`src/sv/vtlc_pkg.sv`:
```
// vtlc_pkg: shared types and constants of the video test line classifier
// depends on nothing; imported by every module of the block but vtlc_divider
package vtlc_pkg;

   localparam int SAMPLE_W       = 16;
   localparam int LINE_NUM_W     = 10;
   localparam int LINE_LEN_W     = 13;
   localparam int START_W        = 12;
   localparam int WIDTH_W        = 13;
   localparam int WIN_W          = 14;
   localparam int CSR_ADDR_W     = 3;
   localparam int CSR_DATA_W     = 13;
   localparam int REQ_TDATA_W    = 32;
   localparam int RSP_TDATA_W    = 176;
   localparam int RESP_OUT_COUNT = 6;
   localparam int RESP_W         = 16;
   localparam int CONTRAST_W     = 23;
   localparam int BW_STEP_W      = 3;
   localparam int TYPE_W         = 2;
   localparam int COUNT_W        = 16;
   localparam int CROSS_W        = 5;
   localparam int RISE_W         = 4;

   localparam int MIN_LINE_LENGTH = 64;
   localparam int LEVEL_LIMIT     = 10000;
   localparam int CROSS_LIMIT     = 20;
   localparam int RISE_STEP       = 1000;
   localparam int RISE_LIMIT      = 4;
   localparam int STAIR_LAST      = 9;
   localparam int STAIR_STEPS     = 10;
   localparam int CONTRAST_SCALE  = 100;
   localparam int RECIP_SHIFT     = 16;
   localparam int RECIP_ONE       = 65536;

   localparam logic [CSR_ADDR_W-1:0] REG_LINE_LENGTH = 3'd0;
   localparam logic [CSR_ADDR_W-1:0] REG_PULSE_START = 3'd1;
   localparam logic [CSR_ADDR_W-1:0] REG_PULSE_WIDTH = 3'd2;
   localparam logic [CSR_ADDR_W-1:0] REG_BAR_START   = 3'd3;
   localparam logic [CSR_ADDR_W-1:0] REG_BAR_WIDTH   = 3'd4;
   localparam logic [CSR_ADDR_W-1:0] REG_FIRST_LINE  = 3'd5;
   localparam logic [CSR_ADDR_W-1:0] REG_LAST_LINE   = 3'd6;

   localparam logic [TYPE_W-1:0] TYPE_NONE       = 2'd0;
   localparam logic [TYPE_W-1:0] TYPE_PULSE_BAR  = 2'd1;
   localparam logic [TYPE_W-1:0] TYPE_MULTIBURST = 2'd2;
   localparam logic [TYPE_W-1:0] TYPE_STAIRCASE  = 2'd3;

   typedef enum logic [2:0] {
      ST_STREAM,
      ST_PULSE,
      ST_BAR,
      ST_PORCH,
      ST_CONTRAST,
      ST_FINISH
   } ctrl_state_type;

   typedef enum logic [1:0] {
      OP_PULSE,
      OP_BAR,
      OP_PORCH,
      OP_CONTRAST
   } div_op_type;

   typedef struct packed {
      logic       take;
      logic       div_go;
      div_op_type op;
      logic       commit;
   } ctrl_cmd_type;

   typedef struct packed {
      logic line_end;
      logic test_line;
      logic div_done;
      logic go_porch;
      logic black_nz;
      logic out_free;
   } dp_status_type;

endpackage

```
`src/sv/vtlc_divider.sv`:
```
// vtlc_divider: restoring divider, signed numerator by unsigned denominator,
// one quotient bit per cycle, truncates toward zero; uses vtlc_pkg nothing
module vtlc_divider #(
   parameter int NUM_W = 28,
   parameter int DEN_W = 16
) (
   input  logic                    clock,
   input  logic                    reset,
   input  logic                    go,
   input  logic signed [NUM_W-1:0] numer,
   input  logic        [DEN_W-1:0] denom,
   output logic                    done,
   output logic signed [NUM_W-1:0] quotient
);
   localparam int CNT_W = $clog2(NUM_W);

   logic             busy_ff, busy_in;
   logic             done_ff, done_in;
   logic             neg_ff, neg_in;
   logic [NUM_W-1:0] mag_ff, mag_in;
   logic [DEN_W-1:0] rem_ff, rem_in;
   logic [DEN_W-1:0] den_ff, den_in;
   logic [CNT_W-1:0] cnt_ff, cnt_in;
   logic [DEN_W:0]   trial;
   logic             fits;

   always_comb begin
      trial    = {rem_ff, mag_ff[NUM_W-1]};
      fits     = trial >= {1'b0, den_ff};
      busy_in  = busy_ff;
      done_in  = 1'b0;
      neg_in   = neg_ff;
      mag_in   = mag_ff;
      rem_in   = rem_ff;
      den_in   = den_ff;
      cnt_in   = cnt_ff;
      if (busy_ff) begin
         rem_in = fits ? DEN_W'(trial - {1'b0, den_ff}) : DEN_W'(trial);
         mag_in = {mag_ff[NUM_W-2:0], fits};
         cnt_in = cnt_ff - 1'b1;
         if (cnt_ff == '0) begin
            busy_in = 1'b0;
            done_in = 1'b1;
         end
      end else if (go && !done_ff) begin
         busy_in = 1'b1;
         neg_in  = numer[NUM_W-1];
         mag_in  = numer[NUM_W-1] ? NUM_W'(-numer) : NUM_W'(numer);
         rem_in  = '0;
         den_in  = denom;
         cnt_in  = CNT_W'(NUM_W - 1);
      end
   end

   always_ff @(posedge clock) begin
      if (reset) begin
         busy_ff <= 1'b0;
         done_ff <= 1'b0;
      end else begin
         busy_ff <= busy_in;
         done_ff <= done_in;
      end
      neg_ff <= neg_in;
      mag_ff <= mag_in;
      rem_ff <= rem_in;
      den_ff <= den_in;
      cnt_ff <= cnt_in;
   end

   assign done     = done_ff;
   assign quotient = neg_ff ? -$signed(mag_ff) : $signed(mag_ff);

endmodule

```
`src/sv/vtlc_datapath.sv`:
```
// vtlc_datapath: configuration registers, per-line gathering, line-end
// arithmetic and result register; uses vtlc_pkg and vtlc_divider
module vtlc_datapath #(
   parameter int MAX_LINE_SAMPLES = 4096,
   parameter int SEGMENT_COUNT    = 6
) (
   input  logic                                 clock,
   input  logic                                 reset,
   input  logic                                 csr_we,
   input  logic [vtlc_pkg::CSR_ADDR_W-1:0]      csr_addr,
   input  logic [vtlc_pkg::CSR_DATA_W-1:0]      csr_wdata,
   input  logic [vtlc_pkg::REQ_TDATA_W-1:0]     req_tdata,
   input  logic                                 rsp_tready,
   output logic                                 rsp_tvalid,
   output logic [vtlc_pkg::RSP_TDATA_W-1:0]     rsp_tdata,
   input  vtlc_pkg::ctrl_cmd_type               cmd,
   output vtlc_pkg::dp_status_type              status
);
   import vtlc_pkg::*;

   localparam int POS_W      = $clog2(MAX_LINE_SAMPLES);
   localparam int LEN_W      = POS_W + 1;
   localparam int CMP_W      = (LEN_W > LINE_LEN_W) ? LEN_W : LINE_LEN_W;
   localparam int ACC_W      = POS_W + SAMPLE_W;
   localparam int DIV_W      = (ACC_W > 24) ? ACC_W : 24;
   localparam int IDX_W      = $clog2(SEGMENT_COUNT + 1);
   localparam int SEL_W      = $clog2(SEGMENT_COUNT);
   localparam int SEG_RECIP  = (RECIP_ONE + SEGMENT_COUNT - 1) / SEGMENT_COUNT;
   localparam int STR_RECIP  = (RECIP_ONE + STAIR_STEPS - 1) / STAIR_STEPS;
   localparam int PROD_W     = LEN_W + RECIP_SHIFT + 1;

   function automatic logic in_window(logic [WIN_W-1:0] p, logic [WIN_W-1:0] start,
                                      logic [WIN_W-1:0] width);
      return (p >= start) && ((p - start) < width);
   endfunction

   // configuration
   logic [LINE_LEN_W-1:0] line_length_ff;
   logic [START_W-1:0]    pulse_start_ff, bar_start_ff;
   logic [WIDTH_W-1:0]    pulse_width_ff, bar_width_ff;
   logic [LINE_NUM_W-1:0] first_line_ff, last_line_ff;

   always_ff @(posedge clock) begin
      if (reset) begin
         line_length_ff <= LINE_LEN_W'(1280);
         pulse_start_ff <= START_W'(220);
         pulse_width_ff <= WIDTH_W'(40);
         bar_start_ff   <= START_W'(400);
         bar_width_ff   <= WIDTH_W'(300);
         first_line_ff  <= LINE_NUM_W'(17);
         last_line_ff   <= LINE_NUM_W'(19);
      end else if (csr_we) begin
         unique case (csr_addr)
            REG_LINE_LENGTH: line_length_ff <= csr_wdata[LINE_LEN_W-1:0];
            REG_PULSE_START: pulse_start_ff <= csr_wdata[START_W-1:0];
            REG_PULSE_WIDTH: pulse_width_ff <= csr_wdata[WIDTH_W-1:0];
            REG_BAR_START:   bar_start_ff   <= csr_wdata[START_W-1:0];
            REG_BAR_WIDTH:   bar_width_ff   <= csr_wdata[WIDTH_W-1:0];
            REG_FIRST_LINE:  first_line_ff  <= csr_wdata[LINE_NUM_W-1:0];
            REG_LAST_LINE:   last_line_ff   <= csr_wdata[LINE_NUM_W-1:0];
            default: ;
         endcase
      end
   end

   // line geometry
   logic [CMP_W-1:0]  len_x;
   logic [LEN_W-1:0]  eff_len, act_start, act_end, act_len, step_w, seg_w;
   logic [LEN_W-1:0]  porch_start, porch_width, pos_x;
   logic [LEN_W+2:0]  len_times7;
   logic [PROD_W-1:0] step_prod, seg_prod;

   always_comb begin
      len_x = CMP_W'(line_length_ff);
      if (len_x < CMP_W'(MIN_LINE_LENGTH))       eff_len = LEN_W'(MIN_LINE_LENGTH);
      else if (len_x > CMP_W'(MAX_LINE_SAMPLES)) eff_len = LEN_W'(MAX_LINE_SAMPLES);
      else                                        eff_len = LEN_W'(len_x);
      act_start   = eff_len >> 3;
      len_times7  = (LEN_W+3)'(eff_len) * (LEN_W+3)'(7);
      act_end     = LEN_W'(len_times7 >> 3);
      act_len     = eff_len - act_start;
      step_prod   = PROD_W'(act_len) * PROD_W'(STR_RECIP);
      seg_prod    = PROD_W'(act_len) * PROD_W'(SEG_RECIP);
      step_w      = LEN_W'(step_prod >> RECIP_SHIFT);
      seg_w       = LEN_W'(seg_prod >> RECIP_SHIFT);
      porch_start = eff_len >> 4;
      porch_width = eff_len >> 5;
   end

   // per-line state
   logic [POS_W-1:0]                 pos_ff;
   logic signed [ACC_W-1:0]          pulse_acc_ff, bar_acc_ff, porch_acc_ff;
   logic [CROSS_W-1:0]               cross_ff;
   logic                             prev_sign_ff;
   logic signed [SAMPLE_W-1:0]       stair_lvl_ff;
   logic [RISE_W-1:0]                rise_ff;
   logic [LEN_W-1:0]                 stair_off_ff;
   logic [RISE_W-1:0]                stair_q_ff;
   logic signed [SAMPLE_W-1:0]       seg_min_ff, seg_max_ff;
   logic [LEN_W-1:0]                 seg_off_ff;
   logic [IDX_W-1:0]                 seg_idx_ff;
   logic [RESP_W-1:0]                pending_ff [SEGMENT_COUNT];
   logic                             test_ff;

   logic signed [SAMPLE_W-1:0] s_val;
   logic [LINE_NUM_W-1:0]      ln_val;
   logic signed [ACC_W-1:0]    s_ext;
   logic                       s_pos;
   logic signed [SAMPLE_W+1:0] rise_ref;
   logic signed [SAMPLE_W-1:0] new_min, new_max;
   logic [LEN_W-1:0]           stair_next;

   always_comb begin
      s_val      = $signed(req_tdata[SAMPLE_W-1:0]);
      ln_val     = req_tdata[SAMPLE_W +: LINE_NUM_W];
      s_ext      = ACC_W'(s_val);
      s_pos      = s_val > 0;
      pos_x      = LEN_W'(pos_ff);
      rise_ref   = (SAMPLE_W+2)'(stair_lvl_ff) + (SAMPLE_W+2)'(RISE_STEP);
      new_min    = (s_val < seg_min_ff) ? s_val : seg_min_ff;
      new_max    = (s_val > seg_max_ff) ? s_val : seg_max_ff;
      stair_next = stair_off_ff + 1'b1;
   end

   always_ff @(posedge clock) begin
      if (reset || cmd.commit) begin
         pos_ff       <= '0;
         pulse_acc_ff <= '0;
         bar_acc_ff   <= '0;
         porch_acc_ff <= '0;
         cross_ff     <= '0;
         prev_sign_ff <= 1'b0;
         stair_lvl_ff <= '0;
         rise_ff      <= '0;
         stair_off_ff <= '0;
         stair_q_ff   <= '0;
         seg_min_ff   <= SAMPLE_W'(32767);
         seg_max_ff   <= SAMPLE_W'(-32768);
         seg_off_ff   <= '0;
         seg_idx_ff   <= '0;
         for (int k = 0; k < SEGMENT_COUNT; k++) pending_ff[k] <= '0;
      end else if (cmd.take) begin
         pos_ff <= status.line_end ? pos_ff : pos_ff + 1'b1;
         if (in_window(WIN_W'(pos_ff), WIN_W'(pulse_start_ff), WIN_W'(pulse_width_ff)))
            pulse_acc_ff <= pulse_acc_ff + s_ext;
         if (in_window(WIN_W'(pos_ff), WIN_W'(bar_start_ff), WIN_W'(bar_width_ff)))
            bar_acc_ff <= bar_acc_ff + s_ext;
         if (in_window(WIN_W'(pos_ff), WIN_W'(porch_start), WIN_W'(porch_width)))
            porch_acc_ff <= porch_acc_ff + s_ext;

         // zero crossings in the active part
         if (pos_x == act_start) begin
            prev_sign_ff <= s_pos;
         end else if (pos_x > act_start && pos_x < act_end) begin
            if (s_pos != prev_sign_ff && cross_ff != '1) cross_ff <= cross_ff + 1'b1;
            prev_sign_ff <= s_pos;
         end

         // staircase steps, offset counted modulo the step width
         if (pos_x == act_start) begin
            stair_lvl_ff <= s_val;
         end else if (pos_x > act_start && stair_off_ff == '0
                      && stair_q_ff <= RISE_W'(STAIR_LAST)) begin
            if ((SAMPLE_W+2)'(s_val) > rise_ref) rise_ff <= rise_ff + 1'b1;
            stair_lvl_ff <= s_val;
         end
         if (pos_x >= act_start) begin
            if (stair_next == step_w) begin
               stair_off_ff <= '0;
               if (stair_q_ff != '1) stair_q_ff <= stair_q_ff + 1'b1;
            end else begin
               stair_off_ff <= stair_next;
            end
         end

         // multiburst segment peak-to-peak
         if (pos_x >= act_start && seg_idx_ff < IDX_W'(SEGMENT_COUNT)) begin
            if (seg_off_ff == seg_w - 1'b1) begin
               pending_ff[seg_idx_ff[SEL_W-1:0]] <=
                  RESP_W'((SAMPLE_W+1)'(new_max) - (SAMPLE_W+1)'(new_min));
               seg_min_ff <= SAMPLE_W'(32767);
               seg_max_ff <= SAMPLE_W'(-32768);
               seg_off_ff <= '0;
               seg_idx_ff <= seg_idx_ff + 1'b1;
            end else begin
               seg_min_ff <= new_min;
               seg_max_ff <= new_max;
               seg_off_ff <= seg_off_ff + 1'b1;
            end
         end
      end
   end

   always_ff @(posedge clock) begin
      if (cmd.take && status.line_end) test_ff <= status.test_line;
   end

   // line-end division
   logic signed [DIV_W-1:0]     div_numer, div_q;
   logic [SAMPLE_W-1:0]         div_denom;
   logic                        div_done;
   logic signed [DIV_W-1:0]     pavg_ff;
   logic                        pb_ff;
   logic signed [SAMPLE_W-1:0]  black_new_ff;
   logic [SAMPLE_W-1:0]         black_abs;
   logic signed [CONTRAST_W-1:0] prod_ff, cq_ff;

   always_comb begin
      black_abs = black_new_ff[SAMPLE_W-1] ? SAMPLE_W'(-black_new_ff)
                                           : SAMPLE_W'(black_new_ff);
      unique case (cmd.op)
         OP_PULSE: begin
            div_numer = DIV_W'(pulse_acc_ff);
            div_denom = (pulse_width_ff == '0) ? SAMPLE_W'(1) : SAMPLE_W'(pulse_width_ff);
         end
         OP_BAR: begin
            div_numer = DIV_W'(bar_acc_ff);
            div_denom = (bar_width_ff == '0) ? SAMPLE_W'(1) : SAMPLE_W'(bar_width_ff);
         end
         OP_PORCH: begin
            div_numer = DIV_W'(porch_acc_ff);
            div_denom = SAMPLE_W'(porch_width);
         end
         OP_CONTRAST: begin
            div_numer = DIV_W'(prod_ff);
            div_denom = black_abs;
         end
         default: begin
            div_numer = '0;
            div_denom = SAMPLE_W'(1);
         end
      endcase
   end

   vtlc_divider #(.NUM_W(DIV_W), .DEN_W(SAMPLE_W)) u_divider (
      .clock    (clock),
      .reset    (reset),
      .go       (cmd.div_go),
      .numer    (div_numer),
      .denom    (div_denom),
      .done     (div_done),
      .quotient (div_q)
   );

   always_ff @(posedge clock) begin
      prod_ff <= CONTRAST_W'(pavg_ff[SAMPLE_W-1:0]) * CONTRAST_W'(CONTRAST_SCALE);
      if (div_done) begin
         unique case (cmd.op)
            OP_PULSE:    pavg_ff      <= div_q;
            OP_BAR:      pb_ff        <= status.go_porch;
            OP_PORCH:    black_new_ff <= SAMPLE_W'(div_q);
            OP_CONTRAST: cq_ff        <= CONTRAST_W'(div_q);
            default: ;
         endcase
      end
   end

   // measurements and result register
   logic [TYPE_W-1:0]            type_in;
   logic signed [SAMPLE_W-1:0]   white_ff, white_in, black_ff, black_in;
   logic signed [CONTRAST_W-1:0] contrast_ff, contrast_in;
   logic [BW_STEP_W-1:0]         bw_ff, bw_in, bw_calc;
   logic                         bw_found;
   logic [RESP_W-1:0]            resp_ff [SEGMENT_COUNT];
   logic [RESP_W-1:0]            resp_in [SEGMENT_COUNT];
   logic [RESP_W-1:0]            resp_out [RESP_OUT_COUNT];
   logic [RESP_W-1:0]            half_ref;
   logic [COUNT_W-1:0]           count_ff, count_in;
   logic                         rsp_valid_ff;
   logic [RSP_TDATA_W-1:0]       rsp_data_ff;

   always_comb begin
      half_ref = pending_ff[0] >> 1;
      bw_found = 1'b0;
      bw_calc  = '0;
      for (int k = SEGMENT_COUNT - 1; k >= 0; k--) begin
         if (pending_ff[k] < half_ref) begin
            bw_found = 1'b1;
            bw_calc  = (k + 1 > 7) ? BW_STEP_W'(7) : BW_STEP_W'(k + 1);
         end
      end

      if (!test_ff)                      type_in = TYPE_NONE;
      else if (pb_ff)                    type_in = TYPE_PULSE_BAR;
      else if (cross_ff > CROSS_W'(CROSS_LIMIT)) type_in = TYPE_MULTIBURST;
      else if (rise_ff >= RISE_W'(RISE_LIMIT))   type_in = TYPE_STAIRCASE;
      else                               type_in = TYPE_NONE;

      white_in    = white_ff;
      black_in    = black_ff;
      contrast_in = contrast_ff;
      bw_in       = bw_ff;
      for (int k = 0; k < SEGMENT_COUNT; k++) resp_in[k] = resp_ff[k];
      if (type_in == TYPE_PULSE_BAR) begin
         white_in = pavg_ff[SAMPLE_W-1:0];
         black_in = black_new_ff;
         if (black_new_ff != '0) contrast_in = cq_ff;
      end
      if (type_in == TYPE_MULTIBURST) begin
         for (int k = 0; k < SEGMENT_COUNT; k++) resp_in[k] = pending_ff[k];
         if (bw_found) bw_in = bw_calc;
      end
      count_in = (type_in != TYPE_NONE && count_ff != '1) ? count_ff + 1'b1 : count_ff;
      for (int k = 0; k < RESP_OUT_COUNT; k++)
         resp_out[k] = (k < SEGMENT_COUNT) ? resp_in[k] : '0;
   end

   always_ff @(posedge clock) begin
      if (reset) begin
         white_ff    <= '0;
         black_ff    <= '0;
         contrast_ff <= '0;
         bw_ff       <= '0;
         count_ff    <= '0;
         for (int k = 0; k < SEGMENT_COUNT; k++) resp_ff[k] <= '0;
         rsp_valid_ff <= 1'b0;
      end else if (cmd.commit) begin
         white_ff    <= white_in;
         black_ff    <= black_in;
         contrast_ff <= contrast_in;
         bw_ff       <= bw_in;
         count_ff    <= count_in;
         for (int k = 0; k < SEGMENT_COUNT; k++) resp_ff[k] <= resp_in[k];
         rsp_valid_ff <= 1'b1;
      end else if (rsp_tready) begin
         rsp_valid_ff <= 1'b0;
      end
   end

   always_ff @(posedge clock) begin
      if (cmd.commit)
         rsp_data_ff <= {4'b0, count_in, resp_out[5], resp_out[4], resp_out[3],
                         resp_out[2], resp_out[1], resp_out[0], bw_in, contrast_in,
                         black_in, white_in, type_in};
   end

   assign rsp_tvalid = rsp_valid_ff;
   assign rsp_tdata  = rsp_data_ff;

   always_comb begin
      status.line_end  = (pos_x + 1'b1) >= eff_len;
      status.test_line = (ln_val >= first_line_ff) && (ln_val <= last_line_ff);
      status.div_done  = div_done;
      status.go_porch  = (pavg_ff > DIV_W'(LEVEL_LIMIT)) && (div_q > DIV_W'(LEVEL_LIMIT));
      status.black_nz  = div_q != '0;
      status.out_free  = !rsp_valid_ff || rsp_tready;
   end

endmodule

```
`src/sv/vtlc_ctrl.sv`:
```
// vtlc_ctrl: sequencer of the classifier, streams a line then steps the
// line-end divisions and the commit; uses vtlc_pkg
module vtlc_ctrl (
   input  logic                    clock,
   input  logic                    reset,
   input  logic                    req_tvalid,
   output logic                    req_tready,
   input  vtlc_pkg::dp_status_type status,
   output vtlc_pkg::ctrl_cmd_type  cmd
);
   import vtlc_pkg::*;

   ctrl_state_type state_ff, state_in;

   always_comb begin
      state_in = state_ff;
      unique case (state_ff)
         ST_STREAM:
            if (req_tvalid && status.line_end)
               state_in = status.test_line ? ST_PULSE : ST_FINISH;
         ST_PULSE:    if (status.div_done) state_in = ST_BAR;
         ST_BAR:      if (status.div_done) state_in = status.go_porch ? ST_PORCH : ST_FINISH;
         ST_PORCH:    if (status.div_done) state_in = status.black_nz ? ST_CONTRAST : ST_FINISH;
         ST_CONTRAST: if (status.div_done) state_in = ST_FINISH;
         ST_FINISH:   if (status.out_free) state_in = ST_STREAM;
         default:     state_in = ST_STREAM;
      endcase
   end

   always_comb begin
      req_tready = 1'b0;
      cmd.take   = 1'b0;
      cmd.div_go = 1'b0;
      cmd.op     = OP_PULSE;
      cmd.commit = 1'b0;
      unique case (state_ff)
         ST_STREAM: begin
            req_tready = 1'b1;
            cmd.take   = req_tvalid;
         end
         ST_PULSE: begin
            cmd.div_go = 1'b1;
            cmd.op     = OP_PULSE;
         end
         ST_BAR: begin
            cmd.div_go = 1'b1;
            cmd.op     = OP_BAR;
         end
         ST_PORCH: begin
            cmd.div_go = 1'b1;
            cmd.op     = OP_PORCH;
         end
         ST_CONTRAST: begin
            cmd.div_go = 1'b1;
            cmd.op     = OP_CONTRAST;
         end
         ST_FINISH: cmd.commit = status.out_free;
         default: ;
      endcase
   end

   always_ff @(posedge clock) begin
      if (reset) state_ff <= ST_STREAM;
      else       state_ff <= state_in;
   end

endmodule

```
`src/sv/video_test_line_classifier.sv`:
```
// video_test_line_classifier: top level, joins the sequencer and the datapath
// depends on vtlc_pkg, vtlc_ctrl, vtlc_datapath (and through it vtlc_divider)
//
// Takes one video sample per cycle while a line streams in; every sample but
// the last of a line is taken back to back and gives no transaction on rsp.
// The last sample of a line gives exactly one rsp transaction. For a line
// outside the test range that result is committed once the output register is
// free. For a test line the block stops taking samples while a shared
// bit-serial divider works out the pulse and bar averages and, for a
// pulse-and-bar line, the back porch level and, if that level is not zero,
// the contrast; each division runs over a DIV_W-bit numerator (DIV_W is the
// accumulator width, 28 at the default line size, but at least 24).
// A finished result waits in an output register, so streaming of the next
// line goes on while rsp is stalled; only the next line end then waits.
module video_test_line_classifier #(
   parameter int MAX_LINE_SAMPLES = 4096,
   parameter int SEGMENT_COUNT    = 6
) (
   input  logic                               clock,
   input  logic                               reset,
   // configuration writes
   input  logic                               csr_we,
   input  logic [vtlc_pkg::CSR_ADDR_W-1:0]    csr_addr,
   input  logic [vtlc_pkg::CSR_DATA_W-1:0]    csr_wdata,
   // sample stream
   input  logic                               req_tvalid,
   output logic                               req_tready,
   // low bit up: sample[15:0], line_number[25:16], zero fill
   input  logic [vtlc_pkg::REQ_TDATA_W-1:0]   req_tdata,
   // line results
   output logic                               rsp_tvalid,
   input  logic                               rsp_tready,
   // low bit up: signal_type, white, black, contrast,
   // bandwidth_step, response_0..response_5, detected_count, zero fill
   output logic [vtlc_pkg::RSP_TDATA_W-1:0]   rsp_tdata
);
   import vtlc_pkg::*;

   ctrl_cmd_type  cmd;
   dp_status_type status;

   // sequencer: streaming, division steps, commit
   vtlc_ctrl u_ctrl (
      .clock      (clock),
      .reset      (reset),
      .req_tvalid (req_tvalid),
      .req_tready (req_tready),
      .status     (status),
      .cmd        (cmd)
   );

   // gathering, arithmetic and output register
   vtlc_datapath #(
      .MAX_LINE_SAMPLES (MAX_LINE_SAMPLES),
      .SEGMENT_COUNT    (SEGMENT_COUNT)
   ) u_datapath (
      .clock      (clock),
      .reset      (reset),
      .csr_we     (csr_we),
      .csr_addr   (csr_addr),
      .csr_wdata  (csr_wdata),
      .req_tdata  (req_tdata),
      .rsp_tready (rsp_tready),
      .rsp_tvalid (rsp_tvalid),
      .rsp_tdata  (rsp_tdata),
      .cmd        (cmd),
      .status     (status)
   );

endmodule
```
`config.mk`:
```
export PLATFORM = sky130hd
export DESIGN_NAME = video_test_line_classifier
export DESIGN_NICKNAME = d
export VERILOG_FILES = /design/src/sv/vtlc_pkg.sv /design/src/sv/vtlc_divider.sv /design/src/sv/vtlc_datapath.sv /design/src/sv/vtlc_ctrl.sv /design/src/sv/video_test_line_classifier.sv
export SDC_FILE = /design/constraint.sdc
export NUM_CORES = 2
export LEC_CHECK = 0
export BUFFER_PORTS_ARGS = -buffer_cell sky130_fd_sc_hd__buf_2
export CAP_MARGIN = 20
export CORE_ASPECT_RATIO = 1.5
export CORE_MARGIN = 1.5
export CORE_UTILIZATION = 65
export DETAILED_ROUTE_END_ITERATION = 12
export PLACE_DENSITY = 0.83
export SLEW_MARGIN = 20
export SYNTH_ARGS = -nofsm -noshare
export SYNTH_HDL_FRONTEND = slang
export SYNTH_SLANG_ARGS = --single-unit
```
`constraint.sdc`:
```
create_clock -name clock -period 25 [get_ports clock]
set_input_delay 0 -clock clock [delete_from_list [all_inputs] [get_ports clock]]
set_output_delay 0 -clock clock [all_outputs]
set_load 0.01 [all_outputs]
```
==> flow_metrics.env <==
export IMPL_rsz0062_at_grt="no"
export IMPL_hpwl_um=107000
export IMPL_grt_pass1_wl_um=232000
export IMPL_num_vias=45644
export IMPL_clk_pin_slew_ns=0.07
export IMPL_cts_resized=0
export IMPL_core_region_area_um2=86400
export IMPL_clkPwrFrac=0.318
export IMPL_gr_total_overflow=0
export IMPL_port_buffers=220
export IMPL_cpMostUsedCell="fa_1"
export IMPL_regToRegSetupSlack_ns=12.80
export IMPL_max_stage_delay_ns=0.73
export IMPL_synth_warnings=0
export IMPL_synth_seq_cells=870
export IMPL_ant_nets=0
export IMPL_tns_ns=0
export IMPL_avgSynthCellArea_um2=9.49
export IMPL_dr_pass1_iters=7
export IMPL_dieArea_um2=89200
export IMPL_path_class="reg -> reg"
export IMPL_cts_sinks=870
export IMPL_timing_final_max_slew_violations=0
export IMPL_cp_arrival_ns=12.81
export IMPL_grt_pass1_vias=45069
export IMPL_die_y_um=365
export IMPL_async_reset_ff_frac=0
export IMPL_p_leak_nw=27.0
export IMPL_cp_max_fo=20
export IMPL_insertion_delay_ns=0.69
export IMPL_swShare=0.332
export IMPL_first_iter_violations=3380
export IMPL_period_share=0.488
export IMPL_syn_area_um2=56800
export IMPL_maxCapViolCount=0
export IMPL_gp_congestion=0.943
export IMPL_hold_viol_final=0
export IMPL_hp_class="in -> reg"
export IMPL_cts_root_buffer="clkbuf_16"
export IMPL_final_cell_area_um2=62300
export IMPL_worst_pin_slew_ns=1.22
export IMPL_nNetsFinal=6961
export IMPL_critPathCaptureType="flop"
export IMPL_ios=231
export IMPL_placed_area_um2=59000
export IMPL_cts_tree="built"
export IMPL_postSynthCellCount=5982
export IMPL_h_tree_depth=3
export IMPL_setup_viol=0
export IMPL_startpoint_type="flop"
export IMPL_power_density_nw_per_um2=68.0
export IMPL_synth_yosys_seq_area_share=0.395
export IMPL_intPower_mw=2.83
export IMPL_antenna_found_initial=1
export IMPL_grt_max_degree=106
export IMPL_p_sw_mw=1.41
export IMPL_num_antenna_cells=0
export IMPL_cp_slowest_cell="o21ai_1"
export IMPL_period_needed_ns=12.20
export IMPL_via_per_inst=6.18
export IMPL_fp_row_count=132
export IMPL_areaGrowthSynthToFinish_pct=9.78
export IMPL_fin_worst_skew_ns=0.0376
export IMPL_synth_edf_count=499
export IMPL_required_ns=25.61
export IMPL_dieWidth_um=244
export IMPL_wirelength_um=147000
export IMPL_clock_fmax_mhz=82.0
export IMPL_cts_buffer_depth=3
export IMPL_pwr_share_seq=0.361
export IMPL_initial_core_util=0.657
export IMPL_run_status="complete, no violations"
export IMPL_ys_flop_type="edfxtp_1"
export IMPL_p_comb_frac=0.321
export IMPL_track_usage=0.328
export IMPL_ys_types=94
export IMPL_slew_headroom=0.186
export IMPL_drc_errors=0
export IMPL_cts_buffers=83
export IMPL_layout_drive_gt1_share=0.0904
export IMPL_ir_drop_mv=0.228
export IMPL_avgRoutedWirePerCell_um=19.9
logic make-up (layout without fill, tap and decap cells):
logic type / Yosys count / in the layout / share of synthesized area
buffers and inverters: 721 / 977 / 0.0501
and+or+nand+nor: 2031 / 2031 / 0.168
adders and majority gates: 736 / 736 / 0.178
muxes: 180 / 180 / 0.0333
xor gates and xnor gates: 312 / 312 / 0.0491
DFF: 870 / 870 / 0.395
AOI/OAI and AO/OA: 1131 / 1131 / 0.126
other: 1 / 4 / 0.0000660
synth_stat cells (all sizes together), types with 24 or more instances:
| cell | n | area [um2] |
|---|---|---|
| nand2 | 723 | 2710 |
| ha | 615 | 7690 |
| edfxtp | 499 | 15000 |
| inv | 499 | 1870 |
| nor2 | 464 | 1740 |
| dfxtp | 371 | 7430 |
| a21oi | 364 | 1820 |
| o21ai | 264 | 1330 |
| nor3 | 201 | 1020 |
| clkbuf | 193 | 805 |
| xnor2 | 191 | 1670 |
| nor2b | 157 | 982 |
| fa | 121 | 2420 |
| xor2 | 117 | 1020 |
| a21o | 115 | 865 |
| mux2i | 109 | 1090 |
| nand3 | 105 | 526 |
| mux2 | 71 | 800 |
| nand4 | 60 | 375 |
| and3 | 52 | 325 |
| nand2b | 52 | 325 |
| nor4 | 52 | 338 |
| o21a | 51 | 383 |
| a211o | 38 | 333 |
| or3 | 32 | 201 |
| o211ai | 30 | 230 |
| buf | 28 | 163 |
| a31oi | 26 | 169 |
| o21bai | 26 | 195 |
| nand3b | 25 | 188 |
| or2 | 24 | 150 |
power groups by stage:
stage / Sequential, mW / Combinational [mW] / Clock, mW
floorplan: 1.56 / 1.02 / 0
global placement: 1.56 / 1.29 / 0
detailed placement: 1.56 / 1.33 / 0
CTS: 1.53 / 1.35 / 1.35
global route: 1.53 / 1.53 / 1.41
finish: 1.53 / 1.36 / 1.35
final timing paths:
kind | depth (start not counted) | start | end
min | 5 | req_tdata[17] | u_ctrl.state_ff[2]
max | 45 | u_datapath.len_x[11] | u_datapath.seg_min_ff[7]
max reg2reg | 45 | u_datapath.len_x[11] | u_datapath.seg_min_ff[7]
min reg2reg | 2 | u_datapath.last_line_ff[5] | u_datapath.last_line_ff[5]
registers in the layout (all words and copies together) (netlist names), 28 cells and up:
register	flops
u_datapath.pulse_acc_ff	28
u_datapath.pavg_ff	28
u_datapath.bar_acc_ff	28
u_datapath.resp_ff	96
u_datapath.porch_acc_ff	28
u_datapath.rsp_tdata	172
u_datapath.u_divider.mag_ff	28
u_datapath.pending_ff	96
metrics by stage:
stage | hold slack (ns) | total power [mW] | setup WS, ns | utilization | instances
2_1_floorplan | 0.118 | 2.58 | 13.82 | - | 5985
3_3_place_gp | 0.323 | 2.85 | 13.20 | 0.683 | 7184
3_5_place_dp | 0.323 | 2.90 | 12.96 | 0.683 | 7184
4_1_cts | 0.134 | 4.23 | 12.90 | 0.722 | 7380
5_1_grt | 0.193 | 4.47 | 11.94 | 0.722 | 7380
6_report | 0.146 | 4.24 | 12.80 | 0.722 | 7380
cell usage in the layout (no fill, tap or decap), types with 31 or more instances in the layout:
cell type      instances
a211o_1               38
a21o_1               114
a21oi_1              363
and3_1                52
buf_2                219
buf_4                 62
clkbuf_16             86
dfxtp_1              369
dlygate4sd3_1         42
edfxtp_1             499
fa_1                 121
ha_1                 615
inv_1                496
mux2_2                71
mux2i_1              109
nand2_1              722
nand2b_1              52
nand3_1              104
nand4_1               60
nor2_1               461
nor2b_1              157
nor3_1               196
nor4_1                50
o21a_1                51
o21ai_0              249
or3_1                 31
xnor2_1              187
xor2_1               116
metal layers:
metal | track usage | up-vias | share of wire
li1 | - | 21451 | -
met1 | 0.361 | 21880 | 0.37
met2 | 0.593 | 1778 | 0.51
met3 | 0.0455 | 533 | 0.060
met4 | 0.209 | 2 | 0.067
met5 | 0 | - | 0.000088
final cells by class:
class,count,area [um2]
multi-input cells,4394,31700
fillers,6098,24000
flip-flops and latches,870,22400
clock buffers,99,2270
repair buffers,323,1980
inverters,500,1890
well taps,1139,1430
clock inverters,55,643
worst max-delay path, delay by kind of cell (launching register included):
kind / cells / cell delay (ns)
XOR/XNOR: 2 / 0.59
AND/OR/NAND/NOR: 13 / 2.87
AO/OA/AOI/OAI: 15 / 3.36
buffers and inverters: 6 / 1.09
adder cells (fa/ha/maj): 9 / 3.87
flip-flops: 1 / 0.33
timing repair:
item	CTS	global route
endpoints found under the hold margin	148	0
hold buffers	42	0
buffers inserted	0	0
No activity file was read; power rests on OpenSTA's default activity.
